$ cat config.mk
export PLATFORM = sky130hd
export DESIGN_NAME = imdk_pos_ram
export DESIGN_NICKNAME = d
export VERILOG_FILES = /design/src/hw/rtl/imdk_pos_ram.sv
export SDC_FILE = /design/constraint.sdc
export NUM_CORES = 2
export LEC_CHECK = 0
export BUFFER_PORTS_ARGS = -buffer_cell sky130_fd_sc_hd__clkbuf_2
export CAP_MARGIN = 20
export CORE_ASPECT_RATIO = 0.7
export CORE_UTILIZATION = 55
export CTS_CLUSTER_SIZE = 24
export DETAILED_ROUTE_END_ITERATION = 8
export PLACE_DENSITY_LB_ADDON = 0.25
export SYNTH_ARGS = -nofsm -noshare
export SYNTH_HDL_FRONTEND = slang
export SYNTH_SLANG_ARGS = --single-unit
$ cat constraint.sdc
create_clock -name clock -period 2.3 [get_ports clock]
set_clock_uncertainty 0.1 [all_clocks]
set_input_delay 0.115 -clock clock [delete_from_list [all_inputs] [get_ports clock]]
set_output_delay 0.115 -clock clock [all_outputs]
set_load 0.01 [all_outputs]
$ cat src/hw/rtl/imdk_pos_ram.sv
// Name-to-slot position memory: one write port, one registered read port.
`timescale 1ns / 1ps
`default_nettype none
module imdk_pos_ram #(
   parameter int DEPTH  = 256,
   parameter int DATA_W = 8,
   parameter int ADDR_W = 8
) (
   input  wire logic              clock,
   input  wire logic              wr_en,
   input  wire logic [ADDR_W-1:0] wr_addr,
   input  wire logic [DATA_W-1:0] wr_data,
   input  wire logic [ADDR_W-1:0] rd_addr,
   output logic      [DATA_W-1:0] rd_data
);

   logic [DATA_W-1:0] mem [DEPTH];

   always_ff @(posedge clock) begin
      if (wr_en) begin
         mem[wr_addr] <= wr_data;
      end
      rd_data <= mem[rd_addr];
   end

endmodule
`default_nettype wire

[Word-level counts from Yosys, hierarchy flattened]
Memories as Yosys holds them, arrays and structs flattened. A register that Yosys moved wholly into a read port is not among the register bits.
Cells that the tools add are included.
Cells by class
  muxes and demuxes: 2
Operator list (number)
  1-bit 2-to-1 mux: 2
Storage, ports and cells
  register bits: 0
  bits in writable memories: 2048
  word-level logic and storage cells: 3
  memories: 1
Memories
  mem: words 256, bits a word 8, rd ports 1, clocked after Yosys merged registers in 1, wr ports 1, RTL line 17  | logic [DATA_W-1:0] mem [DEPTH];

[Depth between registers and ports, before layout]
  depth in word-level cells: 2
  depth in mapped cells: 11
  mapped depth without buffers: 6

[Worst setup path after synthesis]
No wires, ideal clock.
  path kind: in2reg
  start: input rd_addr[0]
  end: register rd_data[2], read port of mem
  arrival: 1.922 ns
  required time: 2.069 ns
  setup slack: 0.147 ns
  cell stages on the path: 9
  path through: buf_6 > buf_12 > buf_8 > buf_2 > mux4_2 > a22oi_1 > a21oi_1 > nor4_1 > nor4_2
RTL lines
  from (decl): RTL line 13  | input wire logic [ADDR_W-1:0] rd_addr,
  to (decl): RTL line 14  | output logic [DATA_W-1:0] rd_data

==> metrics.md <==
| Metric | Value |
|---|---|
| Synthesized area per cell | 21.3 um2 |
| Library cells used by synthesis | 55 |
| Cell family with most CP delay | multiplexers |
| Worst skew pair latency | 0.83 ns |
| Critical path endpoint category | flip-flop |
| Top-count cell post-synth | edfxtp_1 |
| Via density | 6.42 |
| Number of flops mapped to enable cells by yosys | 2,048 |
| Buf/Inv on CP | 1 |
| Wire per inst | 31.0 um |
| DRT Wirelength | 201,000 um |
| Die ar. | 146,000 um2 |
| Dpl ws | -1.18 ns |
| Largest net degree at the start of global routing | 97 |
| Max Root-Sink Buffers | 3 |
| Synth cell count leaders | edfxtp_1 (2,048), mux4_2 (454), nor2_1 (282) |
| Synthesized area | 79,600 um2 |
| Slew @ Worst Pin | 0.874 ns |
| Area leader, netlist | edfxtp_1 |
| DRT iter0 DRCs | 6,154 |
| FF-to-FF Start | mem[83][0] |
| Crit path top cell by count | mux4_2 |
| CP max stage delay | 0.54 ns |
| Setup violations, final | 6 |
| Starting Density | 55.5% |
| CP Depth | 6 |
| # fillers | 9,211 |
| Startpoint Class | flip-flop |
| Synth Register Bits | 2,056 |
| Rows | 116 |
| Ys Warns | 0 |
| Port Buffers | 33 |
| Clock Sinks | 2,056 |
| Post-detail-place hpwl | 131,000 um |
| Syn Inst Count | 3,733 |
| Core Area | 143,000 um2 |
| CTS tree | yes |
| R2R depth | 6 |
| Total number of H-tree levels | 4 |
| DRC | 0 |
| Top FF cell, synth | edfxtp_1 |
| Failing checks | setup timing |
| Fin. Hold Viols | 0 |
| DR pass1 iterations | 5 |
| Final worst path period share | 108% |
| Sequential cell area | 61,700 um2 |
| Number of buffers created by CTS | 184 |
| Share of cells above drive strength 1 | 32.8% |
| First-pass GRT wire length | 292,000 um |
| Final min period | 2.49 ns |
| Crit path capture | rd_data[0] |
| Placed Area | 86,700 um2 |
| Register area share after synthesis | 77.5% |
| Share of flip-flops with an asynchronous set or reset | 0% |
| CTS Root Cell | clkbuf_16 |
| Worst Hold Class | in2reg |
| Share of the synthesized area in the top cell type | 77.3% |
| Setup Crit Path Kind | reg2reg |
| Largest cells by area after synthesis | edfxtp_1 (77%), mux4_2 (13%), mux2i_1 (1.7%) |
| Maxcap violations | 0 |
| DIE WIDTH | 457 um |
| Leak | 0.0303 uW |
| Antenna Nets Post-Route | 0 |
| Final Cell Area | 93,500 um2 |
| RSZ-0062 raised after global routing | yes |
| Fmax | 401 MHz |
| Crit-path cells | mux4_2 > mux4_2 > nor2b_4 > nor4_4 > buf_4 > nor4_2 |
| # nets final | 4,446 |
| Critical R2R Capture | rd_data[0] |
| Worst Path Required | 2.90 ns |
| Outcome | finished with violations |
| Grt ovf | 0 |
| Fin worst setup slack | -0.191 ns |
| Arr. time, crit path | 3.09 ns |
| Antenna violations before repair | 10 |
| RePlAce Congestion | 0.904 |
| Pwr per Cell Area | 825 nW/um2 |
| Via count | 41,500 |
| Number of post-CTS setup repair buffers | 0 |
| Number of global-route vias before repair | 40,700 |
| Crit-path slowest cell | mux4_2 |
| Clk slew on worst S/H paths | 0.06 ns |
| I/O pins | 34 |
| Reg2Reg Setup Slack | -0.19 ns |
| Area of the multi-input gates | 16,900 um2 |
| Slew HR | 41.7% |
| Peak supply drop | 0.865 mV |
| Worst Setup SP | mem[83][0] |
| Slew Viols, Final | 0 |
| Layout overhead on the synthesized area | 17.5% |
| Crit-path max FO | 1 |
| Die Span Y | 320 um |
| Post-synthesis net count | 3,759 |
| Tot GR Track Use | 28.0% |
## per-stage QoR
| stage | total power (uW) | hold WS (ns) | instances | TNS, ns | utilization, % |
|---|---|---|---|---|---|
| 6_report | 77100 | 0.0878 | 6467 | -0.536 | 65.2 |
| 3_3_place_gp | 46300 | 0.408 | 6107 | -7.83 | 60.5 |
| 3_5_place_dp | 46400 | 0.417 | 6108 | -7.88 | 60.5 |
| 4_1_cts | 77400 | 0.0153 | 6464 | -0.726 | 65.1 |
| 5_1_grt | 79100 | 0.0899 | 6463 | -0.798 | 65.2 |
| 2_1_floorplan | 44100 | 0.114 | 3733 | 0 | - |
## metal layers
metal	vias up	wire length [um]	track usage (%)	part of all wire (%)
met5	-	12	0	0.0060
met4	2	5080	7.91	2.5
met3	284	23600	6.23	12
met2	2462	90100	40.6	45
met1	21700	81900	43.1	41
li1	17100	-	-	-
## what timing repair did
| action | CTS | global route |
|---|---|---|
| pin swaps | 18 | 21 |
| hold buffers | 18 | 0 |
| endpoints found under the hold margin | 1614 | 0 |
| gates resized for setup | 52 | 23 |
| setup endpoints to repair | 7 | 7 |
## final cells by class
| cell class | instances | share of cell area [%] |
|---|---|---|
| Timing Repair Buffer | 734 | 6.79 |
| Inverter | 2 | 0.00803 |
| Multi-Input combinational cell | 1442 | 18.1 |
| Clock buffer | 230 | 5.30 |
| Antenna cell | 5 | 0.0134 |
| Sequential cell | 2056 | 66.0 |
| Clock inverter | 110 | 1.25 |
| Tap cell | 1888 | 2.53 |
## cells by family (layout without fill, tap and decap cells)
group	count (synthesis)	after routing	share of synthesized area, %
flops	2056	2056	77.5
buf+inv	235	1076	1.83
compound gates	385	385	3.42
mux	591	591	14.6
other cells	0	5	0
simple gates	466	466	2.63
## registers in the layout (all words and copies together), names as in the netlist
signal,cells
rd_data,8
mem,2048
## worst min-delay path: stages
cell      delay [ns]
clkbuf_2        0.11
buf_4           0.16
a21boi_0        0.12
nand4_1         0.08
a22oi_1         0.09
buf_4           0.16
nor4_2          0.11
## how the worst min path moves through the flow
stage	start	end	slack, ns	depth (start not counted)
2_1_floorplan	wr_data[0]	mem[0][0]	0.11	0
3_3_place_gp	wr_data[1]	mem[211][1]	0.41	1
3_5_place_dp	wr_data[1]	mem[243][1]	0.42	1
4_1_cts	rd_addr[4]	rd_data[6]	0.02	6
5_1_grt	rd_addr[4]	rd_data[6]	0.09	6
6_report	rd_addr[5]	rd_data[6]	0.09	7
## placed cells by master, fill, tap and decap left out, types with 7 or more instances in the layout
cell type      synthesis  layout
a211oi_1              16      13
a21oi_1               96      96
a221oi_1              13       7
a22o_1                 8       7
a22oi_1              133     133
buf_12                 8      61
buf_4                 27     618
buf_8                 13       7
bufinv_16              0      24
clkbuf_1             111      37
clkbuf_16              0     192
clkbuf_2               0      21
clkinv_1               1      44
clkinv_2               0      31
dfxtp_1                8       8
dlygate4sd3_1          0      18
edfxtp_1            2048    2048
mux2i_1              134     134
mux4_2               454     455
nand2_1               33      33
nand2b_1               8       8
nand3_1               34      29
nand4_1               10      10
nor2_1               282     275
nor2b_1               31      25
nor3_1                22      13
nor3_4                 0       7
nor4_1                24      14
nor4_2                 3       7
o211ai_1              10      10
o21ai_0               10      10
o221ai_1              46      46
o22ai_1               28      28
## power by group
part | internal (uW) | switching (uW)
combinational | 1750 | 2650
sequential | 41300 | 53.2
clock | 18000 | 13400
No activity file was read; power rests on OpenSTA's default activity.
